[src/rtl/ssc_pkg.sv]
// ----------------------------------------------------------------------------
// ssc_pkg
// Shared widths, codes and helpers for the start-signal countdown sequencer.
// ----------------------------------------------------------------------------
package ssc_pkg;

  localparam int TIMER_BITS = 16;
  localparam int CFG_W      = 16;
  localparam int CFG_IDX_W  = 2;
  localparam int IN_W       = 8;
  localparam int OUT_W      = 16;
  localparam int LINES_W    = 6;

  typedef logic [TIMER_BITS-1:0] timer_t;
  typedef logic [CFG_W-1:0]      cfg_t;
  typedef logic [LINES_W-1:0]    lines_t;
  typedef logic [2:0]            step_t;

  // Register indexes
  localparam logic [CFG_IDX_W-1:0] REG_STEP_TICKS  = 2'd0;
  localparam logic [CFG_IDX_W-1:0] REG_FINAL_ALARM = 2'd1;
  localparam logic [CFG_IDX_W-1:0] REG_FOUL_ALARM  = 2'd2;
  localparam logic [CFG_IDX_W-1:0] REG_START_TONE  = 2'd3;

  // Output line bits
  localparam lines_t L_GREEN = 6'h01;
  localparam lines_t L_RED   = 6'h02;
  localparam lines_t L_SPK   = 6'h04;
  localparam lines_t L_READY = 6'h08;
  localparam lines_t L_ALARM = 6'h10;
  localparam lines_t L_START = 6'h20;

  // Segment patterns
  localparam logic [7:0] SEG_BLANK = 8'h00;
  localparam logic [7:0] SEG_FIVE  = 8'hda;
  localparam logic [7:0] SEG_FOUR  = 8'hcc;
  localparam logic [7:0] SEG_THREE = 8'h9e;
  localparam logic [7:0] SEG_TWO   = 8'hb6;
  localparam logic [7:0] SEG_ONE   = 8'h0c;
  localparam logic [7:0] SEG_FAULT = 8'he2;

  // Countdown steps
  localparam step_t STEP_DIGIT4 = 3'd0;
  localparam step_t STEP_DIGIT3 = 3'd1;
  localparam step_t STEP_DIGIT2 = 3'd2;
  localparam step_t STEP_DIGIT1 = 3'd3;
  localparam step_t STEP_FAULT  = 3'd4;
  localparam step_t STEP_ALARM  = 3'd5;
  localparam step_t STEP_IDLE   = 3'd6;

  // Saturate a register value to the timer width
  function automatic timer_t clamp_timer(input cfg_t v);
    if (TIMER_BITS >= CFG_W) begin
      return timer_t'(v);
    end else if (|(v >> TIMER_BITS)) begin
      return '1;
    end else begin
      return timer_t'(v);
    end
  endfunction

  function automatic timer_t count_down(input timer_t t);
    return (t != '0) ? t - timer_t'(1) : '0;
  endfunction

endpackage

[src/rtl/start_signal_countdown_sequencer_core.sv]
// ----------------------------------------------------------------------------
// start_signal_countdown_sequencer_core
// Race starter controller: ready countdown, foul alarm, start tone, reset.
// ----------------------------------------------------------------------------
//
// Channel | Direction | Content
// --------+-----------+--------------------------------------------------------
// in_     | slave     | one tick item: ready, foul, start, reset levels
// out_    | master    | one result per tick: lamps, speaker, tones, segments
// cfg_    | write     | step, final alarm, foul alarm, start tone lengths
//
// Each item is processed combinationally: the flag and timer update sits
// between the accepted input and the result register; one item per cycle
// is sustained unless out_ stalls, and its result appears the next cycle.
// The input is taken whenever the result register is empty or being drained.
// A stall on out_ holds the result register and back-pressures in_tready.
// rst_n is synchronous, active low, and restores the power-up state and the
// default register values.
// ----------------------------------------------------------------------------
module start_signal_countdown_sequencer_core (
  input  logic                         clk,
  input  logic                         rst_n,
  // in_tdata: [0] ready_in, [1] foul_in, [2] start_in, [3] reset_in, zero pad
  input  logic                         in_tvalid,
  output logic                         in_tready,
  input  logic [ssc_pkg::IN_W-1:0]     in_tdata,
  // out_tdata: [0] green_lamp, [1] led_red, [2] speaker_power, [3] tone_ready,
  //   [4] tone_alarm, [5] tone_start, [13:6] segment_pattern,
  //   [14] segment_write, zero pad
  output logic                         out_tvalid,
  input  logic                         out_tready,
  output logic [ssc_pkg::OUT_W-1:0]    out_tdata,
  input  logic                         cfg_we,
  input  logic [ssc_pkg::CFG_IDX_W-1:0] cfg_addr,
  input  logic [ssc_pkg::CFG_W-1:0]    cfg_wdata
);
  import ssc_pkg::*;

  // Configuration registers
  cfg_t step_ticks_r, final_alarm_r, foul_alarm_r, start_tone_r;

  // Controller state
  logic   armed_r, start_allowed_r, cd_active_r, foul_active_r, tone_active_r;
  logic   cd_fresh_r, foul_fresh_r, start_fresh_r;
  step_t  step_r;
  timer_t cd_timer_r, foul_timer_r, start_timer_r;
  lines_t lines_r;
  logic [7:0] seg_r;

  logic   armed_nxt, start_allowed_nxt, cd_active_nxt, foul_active_nxt, tone_active_nxt;
  logic   cd_fresh_nxt, foul_fresh_nxt, start_fresh_nxt;
  step_t  step_nxt;
  timer_t cd_timer_nxt, foul_timer_nxt, start_timer_nxt;
  lines_t lines_nxt;
  logic [7:0] seg_nxt;
  logic   seg_wr;

  // Result register
  logic               out_valid_r;
  logic [OUT_W-1:0]   out_data_r;

  logic in_acc;
  logic rdy, foul, start, rst_btn;
  logic cd_exp, fl_exp, st_exp;

  assign in_tready  = !out_valid_r || out_tready;
  assign in_acc     = in_tvalid && in_tready;
  assign out_tvalid = out_valid_r;
  assign out_tdata  = out_data_r;

  assign rdy     = in_tdata[0];
  assign foul    = in_tdata[1];
  assign start   = in_tdata[2];
  assign rst_btn = in_tdata[3];

  // Hold configuration until written
  always_ff @(posedge clk) begin
    if (!rst_n) begin
      step_ticks_r  <= CFG_W'(1000);
      final_alarm_r <= CFG_W'(4000);
      foul_alarm_r  <= CFG_W'(4000);
      start_tone_r  <= CFG_W'(1000);
    end else if (cfg_we) begin
      unique case (cfg_addr)
        REG_STEP_TICKS:  step_ticks_r  <= cfg_wdata;
        REG_FINAL_ALARM: final_alarm_r <= cfg_wdata;
        REG_FOUL_ALARM:  foul_alarm_r  <= cfg_wdata;
        REG_START_TONE:  start_tone_r  <= cfg_wdata;
        default: ;
      endcase
    end
  end

  // One tick: four branches in priority order, a later one overriding
  always_comb begin
    armed_nxt         = armed_r;
    start_allowed_nxt = start_allowed_r;
    cd_active_nxt     = cd_active_r;
    foul_active_nxt   = foul_active_r;
    tone_active_nxt   = tone_active_r;
    cd_fresh_nxt      = cd_fresh_r;
    foul_fresh_nxt    = foul_fresh_r;
    start_fresh_nxt   = start_fresh_r;
    step_nxt          = step_r;
    lines_nxt         = lines_r;
    seg_nxt           = seg_r;
    seg_wr            = 1'b0;

    // Sample expiry before the timers advance
    cd_exp = (cd_timer_r == '0);
    fl_exp = (foul_timer_r == '0);
    st_exp = (start_timer_r == '0);
    cd_timer_nxt    = count_down(cd_timer_r);
    foul_timer_nxt  = count_down(foul_timer_r);
    start_timer_nxt = count_down(start_timer_r);

    // Ready arms the countdown, otherwise advance it
    if (rdy && armed_r) begin
      start_allowed_nxt = 1'b1;
      cd_active_nxt     = 1'b1;
      armed_nxt         = 1'b0;
      lines_nxt         = (lines_nxt | L_GREEN | L_SPK | L_READY) & ~L_RED;
    end else if (cd_active_r) begin
      if (cd_fresh_r) begin
        seg_nxt      = SEG_FIVE;
        seg_wr       = 1'b1;
        cd_timer_nxt = clamp_timer(step_ticks_r);
        cd_exp       = 1'b0;
      end
      cd_fresh_nxt = 1'b0;
      if (cd_exp && step_r < STEP_IDLE) begin
        unique case (step_r)
          STEP_DIGIT4: begin
            lines_nxt    = lines_nxt & ~(L_READY | L_SPK);
            seg_nxt      = SEG_FOUR;
            cd_timer_nxt = clamp_timer(step_ticks_r);
          end
          STEP_DIGIT3: begin
            seg_nxt      = SEG_THREE;
            cd_timer_nxt = clamp_timer(step_ticks_r);
          end
          STEP_DIGIT2: begin
            seg_nxt      = SEG_TWO;
            cd_timer_nxt = clamp_timer(step_ticks_r);
          end
          STEP_DIGIT1: begin
            seg_nxt      = SEG_ONE;
            cd_timer_nxt = clamp_timer(step_ticks_r);
          end
          STEP_FAULT: begin
            lines_nxt         = (lines_nxt | L_SPK | L_ALARM | L_RED) & ~L_GREEN;
            seg_nxt           = SEG_FAULT;
            cd_timer_nxt      = clamp_timer(final_alarm_r);
            start_allowed_nxt = 1'b0;
          end
          default: begin
            lines_nxt     = lines_nxt & ~(L_SPK | L_ALARM);
            cd_active_nxt = 1'b0;
          end
        endcase
        if (step_r < STEP_ALARM) begin
          seg_wr = 1'b1;
        end
        step_nxt = step_r + step_t'(1);
      end
    end

    // Foul shows F and sounds the alarm; release starts its run-out timer
    if (foul) begin
      seg_nxt           = SEG_FAULT;
      seg_wr            = 1'b1;
      lines_nxt         = (lines_nxt | L_RED | L_SPK | L_ALARM) & ~L_GREEN;
      armed_nxt         = 1'b0;
      start_allowed_nxt = 1'b0;
      cd_active_nxt     = 1'b0;
      foul_active_nxt   = 1'b1;
      step_nxt          = STEP_IDLE;
    end else if (foul_active_r) begin
      if (foul_fresh_r) begin
        foul_timer_nxt = clamp_timer(foul_alarm_r);
        fl_exp         = 1'b0;
      end
      foul_fresh_nxt = 1'b0;
      if (fl_exp) begin
        lines_nxt       = lines_nxt & ~(L_ALARM | L_SPK);
        foul_active_nxt = 1'b0;
        foul_fresh_nxt  = 1'b1;
      end
    end

    // Start sounds the start tone while permitted
    if (start && start_allowed_nxt) begin
      lines_nxt         = (lines_nxt | L_SPK | L_START | L_GREEN) & ~L_RED;
      start_allowed_nxt = 1'b0;
      cd_active_nxt     = 1'b0;
      tone_active_nxt   = 1'b1;
      step_nxt          = STEP_IDLE;
    end else if (tone_active_r) begin
      if (start_fresh_r) begin
        start_timer_nxt = clamp_timer(start_tone_r);
        st_exp          = 1'b0;
      end
      start_fresh_nxt = 1'b0;
      if (st_exp) begin
        lines_nxt       = lines_nxt & ~(L_START | L_SPK);
        tone_active_nxt = 1'b0;
      end
    end

    // Reset button clears the display and lines and re-arms
    if (rst_btn) begin
      armed_nxt         = 1'b1;
      start_allowed_nxt = 1'b0;
      cd_active_nxt     = 1'b0;
      cd_fresh_nxt      = 1'b1;
      foul_fresh_nxt    = 1'b1;
      start_fresh_nxt   = 1'b1;
      step_nxt          = STEP_DIGIT4;
      seg_nxt           = SEG_BLANK;
      seg_wr            = 1'b1;
      lines_nxt         = '0;
    end
  end

  // Advance state on each accepted item
  always_ff @(posedge clk) begin
    if (!rst_n) begin
      armed_r         <= 1'b1;
      start_allowed_r <= 1'b0;
      cd_active_r     <= 1'b0;
      foul_active_r   <= 1'b0;
      tone_active_r   <= 1'b0;
      cd_fresh_r      <= 1'b1;
      foul_fresh_r    <= 1'b1;
      start_fresh_r   <= 1'b1;
      step_r          <= STEP_DIGIT4;
      cd_timer_r      <= '0;
      foul_timer_r    <= '0;
      start_timer_r   <= '0;
      lines_r         <= '0;
      seg_r           <= SEG_BLANK;
    end else if (in_acc) begin
      armed_r         <= armed_nxt;
      start_allowed_r <= start_allowed_nxt;
      cd_active_r     <= cd_active_nxt;
      foul_active_r   <= foul_active_nxt;
      tone_active_r   <= tone_active_nxt;
      cd_fresh_r      <= cd_fresh_nxt;
      foul_fresh_r    <= foul_fresh_nxt;
      start_fresh_r   <= start_fresh_nxt;
      step_r          <= step_nxt;
      cd_timer_r      <= cd_timer_nxt;
      foul_timer_r    <= foul_timer_nxt;
      start_timer_r   <= start_timer_nxt;
      lines_r         <= lines_nxt;
      seg_r           <= seg_nxt;
    end
  end

  // Result register: load on accept, drop once taken
  always_ff @(posedge clk) begin
    if (!rst_n) begin
      out_valid_r <= 1'b0;
    end else if (in_acc) begin
      out_valid_r <= 1'b1;
    end else if (out_tready) begin
      out_valid_r <= 1'b0;
    end
  end

  always_ff @(posedge clk) begin
    if (in_acc) begin
      out_data_r <= OUT_W'({seg_wr, seg_nxt, lines_nxt});
    end
  end

endmodule

[config.mk]
export PLATFORM = sky130hd
export DESIGN_NAME = start_signal_countdown_sequencer_core
export DESIGN_NICKNAME = d
export VERILOG_FILES = /design/src/rtl/ssc_pkg.sv /design/src/rtl/start_signal_countdown_sequencer_core.sv
export SDC_FILE = /design/constraint.sdc
export NUM_CORES = 1
export LEC_CHECK = 0
export BUFFER_PORTS_ARGS = -buffer_cell sky130_fd_sc_hd__clkbuf_2
export CORE_ASPECT_RATIO = 0.5
export CORE_MARGIN = 2
export CORE_UTILIZATION = 40
export DETAILED_ROUTE_END_ITERATION = 7
export HOLD_SLACK_MARGIN = 0.02
export MAX_ROUTING_LAYER = met4
export PLACE_DENSITY = 0.58
export REMOVE_ABC_BUFFERS = 1
export SLEW_MARGIN = 40
export SYNTH_ARGS = -nofsm -noshare
export SYNTH_HDL_FRONTEND = slang
export SYNTH_SLANG_ARGS = --single-unit
[constraint.sdc]
create_clock -name clk -period 2.7 [get_ports clk]
set_input_delay 0.27 -clock clk [delete_from_list [all_inputs] [get_ports clk]]
set_output_delay 0.27 -clock clk [all_outputs]
set_load 0.1 [all_outputs]
* Yosys cells after proc, flatten, opt, wreduce, memory -nomap -nowiden
Index checks and enable logic that the tools add are counted.
Operators by class: reduce and logical (&&, ||, !) cells 34, add/subtract/negate cells 4, order comparisons 2, mux-type cells 87, equal/unequal tests 11
Operators by type and width (number):
- $mux 16 | 13
- $mux 1 | 49
- $logic_not 16->1 | 3
- $mux 8 | 6
- $reduce_bool 16->1 | 3
- $sub 16x1->16 const B | 3
- $pmux 8 s5 | 1
- $pmux 16 s2 | 1
- $mux 5 | 6
- $mux 6 | 4
- $mux 3 | 6
- $pmux 5 s3 | 1
- $reduce_and 2->1 | 5
- $reduce_and 3->1 | 3
- $reduce_bool 2->1 | 4
- $reduce_bool 4->1 | 2
- $eq 3x2->1 const B | 2
- $lt 3x3->1 const B | 2
- $reduce_or 5->1 | 1
- $eq 2x2->1 const B | 2
- $logic_and 1x1->1 | 4
- $ne 2x2->1 const B | 2
- $ne 4x3->1 const B | 1
- $reduce_and 4->1 | 1
- 13 further kinds | 13
Storage, ports and cells: logic and storage cells 159, flip-flop bits (word level) 153, input port bits 31, output and inout bits 18

* Longest topological paths before layout
word-level depth 15, depth in mapped cells 9, gate-level depth less buffers 8

* Worst setup path before layout
Ideal clock, no wire load.
kind reg2reg, from reg out_valid_r (netlist: out_tvalid), to reg foul_timer_r[1], path buffers 2, required time 2.572 ns, arrival time 3.207 ns, library setup time 0.128 ns, period minus slack after synthesis 3.335 ns, slack -0.635 ns, stages on the path, launching flop included 8, cells stage by stage dfxtp_1 -> nand2b_1 -> nand2_1 -> clkinv_1 -> clkbuf_1 -> buf_1 -> o21ai_0 -> nor2_1
Between the ends: longest elaborated chain between the ends 3
RTL lines:
- from (decl) | line start_signal_countdown_sequencer_core.sv:59 | logic out_valid_r;
- from (signal assigned) | line start_signal_countdown_sequencer_core.sv:263 | out_valid_r <= 1'b0;
- from (signal assigned) | line start_signal_countdown_sequencer_core.sv:265 | out_valid_r <= 1'b1;
- from (signal assigned) | line start_signal_countdown_sequencer_core.sv:267 | out_valid_r <= 1'b0;
- $logic_not 1->1 | line start_signal_countdown_sequencer_core.sv:66 | assign in_tready = !out_valid_r || out_tready;
- $logic_or 1x1->1 | line start_signal_countdown_sequencer_core.sv:66
- via in_tready | line start_signal_countdown_sequencer_core.sv:25 | output logic in_tready,
- $logic_and 1x1->1 | line start_signal_countdown_sequencer_core.sv:67 | assign in_acc = in_tvalid && in_tready;
- via in_acc | line start_signal_countdown_sequencer_core.sv:62 | logic in_acc;
- to (signal assigned) | line start_signal_countdown_sequencer_core.sv:253 | foul_timer_r <= foul_timer_nxt;
- to (decl) | line start_signal_countdown_sequencer_core.sv:46 | timer_t cd_timer_r, foul_timer_r, start_timer_r;
The timed path passes the listed nets, and every way through them passes these cells. A chain may end at the register's enable or synchronous reset.

* Final worst setup path
from reg start_timer_r[0], to reg start_timer_r[4]
Between the ends: longest elaborated chain between the ends 5, elaborated cells on any way between the ends 6, classes of those cells add/sub: 1; mux: 4; reduce/logical: 1
RTL lines:
- from (decl) | line start_signal_countdown_sequencer_core.sv:46
- from (signal assigned) | line start_signal_countdown_sequencer_core.sv:254 | start_timer_r <= start_timer_nxt;
- $sub 16x1->16 or $reduce_bool 16->1 (tied branches) | line ssc_pkg.sv:63 | return (t != '0) ? t - timer_t'(1) : '0;
- $mux 16 * | line ssc_pkg.sv:63
- $mux 16 | line start_signal_countdown_sequencer_core.sv:199 | if (start_fresh_r) begin
- $mux 16 | line start_signal_countdown_sequencer_core.sv:198 | end else if (tone_active_r) begin
- $mux 16 * | line start_signal_countdown_sequencer_core.sv:192 | if (start && start_allowed_nxt) begin
Mark *: on every way between the ends. The rest lies on a longest branch, timed or not.

==> summary.md <==
| Metric | Value |
|---|---|
| Cell Pwr Density | 789 mW/mm2 |
| Met2 Track Usage GR | between 30% and 40% |
| Worst-Margin Slew | 0.746 ns |
| Antenna violations before repair | 0 |
| Post-CTS Setup Inserts | 0 |
| Leak | about 3.3 nW |
| Fin crit share | 94.1% |
| Via density per instance | about 5.8 |
| Largest area contributor in the netlist | dfxtp_1 |
| I/O pin count | 49 |
| Synth unique cells | 80 |
| H-Tree Level Count | 4 |
| Vias | slightly above 7,000 |
| CP arrival | approximately 2.9 ns |
| FF-to-FF End | start_timer_r[4]$_SDFFE_PN0P_ |
| Mapped Avg Cell Area | 8.00 um2 |
| IO buf count | 43 |
| All-Layer GR Usage | between 20% and 30% |
| Post-synthesis sequential area ratio | ~44% |
| Largest family of logic cells by synthesized area | simple AND/OR/NAND/NOR gates |
| Worst Setup Slack, final | ~0.16 ns |
| Routed wire length per instance | ~18 um |
| Fillers | 1,807 |
| NumNets Final | 1,012 |
| Top cells by count, synth | 208 x nand2_1, 138 x dfxtp_1, 98 x a21oi_1 |
| Ranking of synthesized cells by area | dfxtp_1 38%, nand2_1 11%, a21oi_1 6.7% |
| Die Wd | about 200 um |
| Num rows | 35 |
| Worst Hold Class | input port to flop |
| Met1 Track Usage GR | ~33% |
| Area Growth Syn to Fin | 16.3% |
| Iteration-0 DRC Markers | 594 |
| Number of flops mapped to enable cells by yosys | 15 |
| Max-cap check violation count | 0 |
| Synth Area in Simple Gates | between 20 and 30% |
| R2r worst-path depth | 8 |
| Post-synthesis cell area | approximately 0.0074 mm2 |
| CTS max path bufs | 2 |
| Cell with the most instances after synthesis | nand2_1 |
| Max VDD drop | ~370 uV |
| Seq cells post-synth | between 150 and 200 |
| HP Start | in_tvalid |
| R2R setup slack | between 0.15 and 0.2 ns |
| FFs w/ async S/R, synth | 0% |
| Worst skew pair latency | 0.44 ns |
| Initial Util | around 40% |
| Post-synthesis mux area share | 0.459% |
| RSZ-0062 raised after global routing | no |
| Gate Count Post-Synth | approximately 900 |
| Critical Path RT | around 3.0 ns |
| Top_reg_cell synth | dfxtp_1 |
| Compound-Gate Fraction of Synth Area | 22.5% |
| Total CTS buffers | 17 |
| Met3 usage | 4.17% |
| Critical path type | flop to flop |
| Synth Warn # | 0 |
| Antenna-violating nets left | 0 |
| CTS Sinks | 153 |
| Root buffer cell | clkbuf_16 |
| Min Hold Slack | approximately 0.070 ns |
| Drt pass-1 iters | 7 |
| CP Launch Type | flop |
| Residual DRC | 0 |
| Ant. Diodes | 0 |
| FF-to-FF Start | start_timer_r[0]$_SDFFE_PN0P_ |
| Adder-Cell Fraction of Synth Area | approximately 1.7% |
| Routed WL | ~22,000 um |
| Slew headroom | between 50 and 60% |
| Layout cell share with drive strength beyond 1 | 15.8% |
| WHS Endpoint | out_tvalid$_SDFFE_PN0P_ |
| DIE AREA | about 0.020 mm2 |
| Share of the synthesized area in the top cell type | between 30% and 40% |
| Xor/xnor cell area share of the yosys netlist | 1.55% |
| Setup Skew | around 0.011 ns |
| Min-Delay Path Depth | 3 |
| Remaining Overflow, GRT | 0 |
| Pin count of the biggest net entering global routing | 55 |
| Vias in the first global route | between 6,000 and 7,000 |
| Place WS | 0.141 ns |
| CTS tree | built |
| Worst-path clk slew | roughly 0.070 ns |
| CP endpoint kind | flop |
| FMAX | between 300 and 400 MHz |
| Endpoints failing setup | 0 |
| Height of the chip | around 100 um |
| Post-DP HPWL | around 15,000 um |
| Post-layout min period | approximately 2.5 ns |
| Final Hold Viols | 0 |
| Pins over their slew limit | 0 |
| Routability Congestion | ~0.89 |
| Top Usage Layer GRT | met2 |
| Core Region | roughly 0.018 mm2 |
| Critical Path Fanout Max | 10 |
| Status | finished clean |
| First-pass GRT wire length | ~35,000 um |
==> final cells by class <==
cell class	instances	area (um2)	area share (%)
clock inverter	15	179	2.09
clock buffer	17	425	4.96
tap	240	300	3.50
inverter	18	67.6	0.789
multi-input combinational	697	3850	44.9
sequential	153	3210	37.5
timing repair buffer	84	536	6.25
==> registers in the layout (all words and copies together), names as in the netlist, 3 cells and up <==
signal	cells
cd_timer_r	16
final_alarm_r	16
foul_alarm_r	16
foul_timer_r	16
lines_r	6
out_tdata	15
seg_r	8
start_timer_r	16
start_tone_r	16
step_r	3
step_ticks_r	16
==> power by group <==
| part | switching, W | total, W | leakage (nW) | internal [W] |
|---|---|---|---|---|
| combinational | 0.00100 | 0.00162 | 1.73 | 0.000614 |
| sequential | 0.000173 | 0.00265 | 1.28 | 0.00247 |
| clock | 0.00109 | 0.00249 | 0.291 | 0.00140 |
| total | 0.00227 | 0.00676 | 3.30 | 0.00449 |
==> cell families (layout without fill, tap and decap cells) <==
kind of cell,count (synthesis),after routing
XOR/XNOR,13,13
buffers and inverters,71,134
other,1,1
AO/OA/AOI/OAI,260,260
multiplexers,3,3
AND/OR/NAND/NOR,410,410
flip-flops,153,153
adder cells (fa/ha/maj),10,10
==> stage by stage <==
stage / TNS [ns] / cells / instance area [um2] / utilization, % / power, W
floorplan: -215.53 / 868 / 7110 / - / 0.00377
global placement: 0 / 1192 / 7950 / 43.7 / 0.00426
detailed placement: 0 / 1192 / 7950 / 43.7 / 0.00429
CTS: 0 / 1224 / 8560 / 47.0 / 0.00677
global route: 0 / 1224 / 8570 / 47.0 / 0.00708
finish: 0 / 1224 / 8570 / 47.0 / 0.00676
==> metal layers <==
layer  wire [um]  share of wire (%)
met1       10700                 48
met2        9770                 44
met3        1340                6.1
met4         329                1.5
met5           0                  0
==> worst max-delay path, cell delays in order, from the launching register on <==
cell      delay, ns
dfxtp_1        0.32
inv_1          0.11
ha_1           0.20
or4b_4         0.52
or3_4          0.44
nor3_4         0.23
o21ba_4        0.26
a221oi_2       0.24
nor3_1         0.09
==> repair_timing <==
| action | 4_1_cts | 5_1_grt |
|---|---|---|
| resized for setup | 0 | 2 |
| hold buffers | 0 | 0 |
| endpoints found under the hold margin | 0 | 0 |
| endpoints found under the setup margin | 0 | 2 |
==> layout by cell type (no fill, tap or decap), types with 16 or more instances in the layout <==
master     instances
buf_4             40
nand3_1           44
nor2_1            65
dfxtp_1          138
inv_1             16
a21oi_1           98
nand2_1          207
nor3_1            25
clkbuf_2          43
o21ai_0           64
clkbuf_16         17
==> worst max path at each step <==
stage / startpoint / end / slack (ns)
6_report: start_timer_r[0]$_SDFFE_PN0P_ / start_timer_r[4]$_SDFFE_PN0P_ / 0.16
4_1_cts: start_timer_r[0]$_SDFFE_PN0P_ / start_timer_r[4]$_SDFFE_PN0P_ / 0.12
3_3_place_gp: start_timer_r[0]$_SDFFE_PN0P_ / start_timer_r[0]$_SDFFE_PN0P_ / 0.18
2_1_floorplan: out_tvalid$_SDFFE_PN0P_ / cd_timer_r[4]$_SDFFE_PN0P_ / -3.17
5_1_grt: cd_timer_r[4]$_SDFFE_PN0P_ / cd_timer_r[11]$_SDFFE_PN0P_ / 0.01
3_5_place_dp: start_timer_r[0]$_SDFFE_PN0P_ / start_timer_r[4]$_SDFFE_PN0P_ / 0.14
No activity file was read; power rests on OpenSTA's default activity.
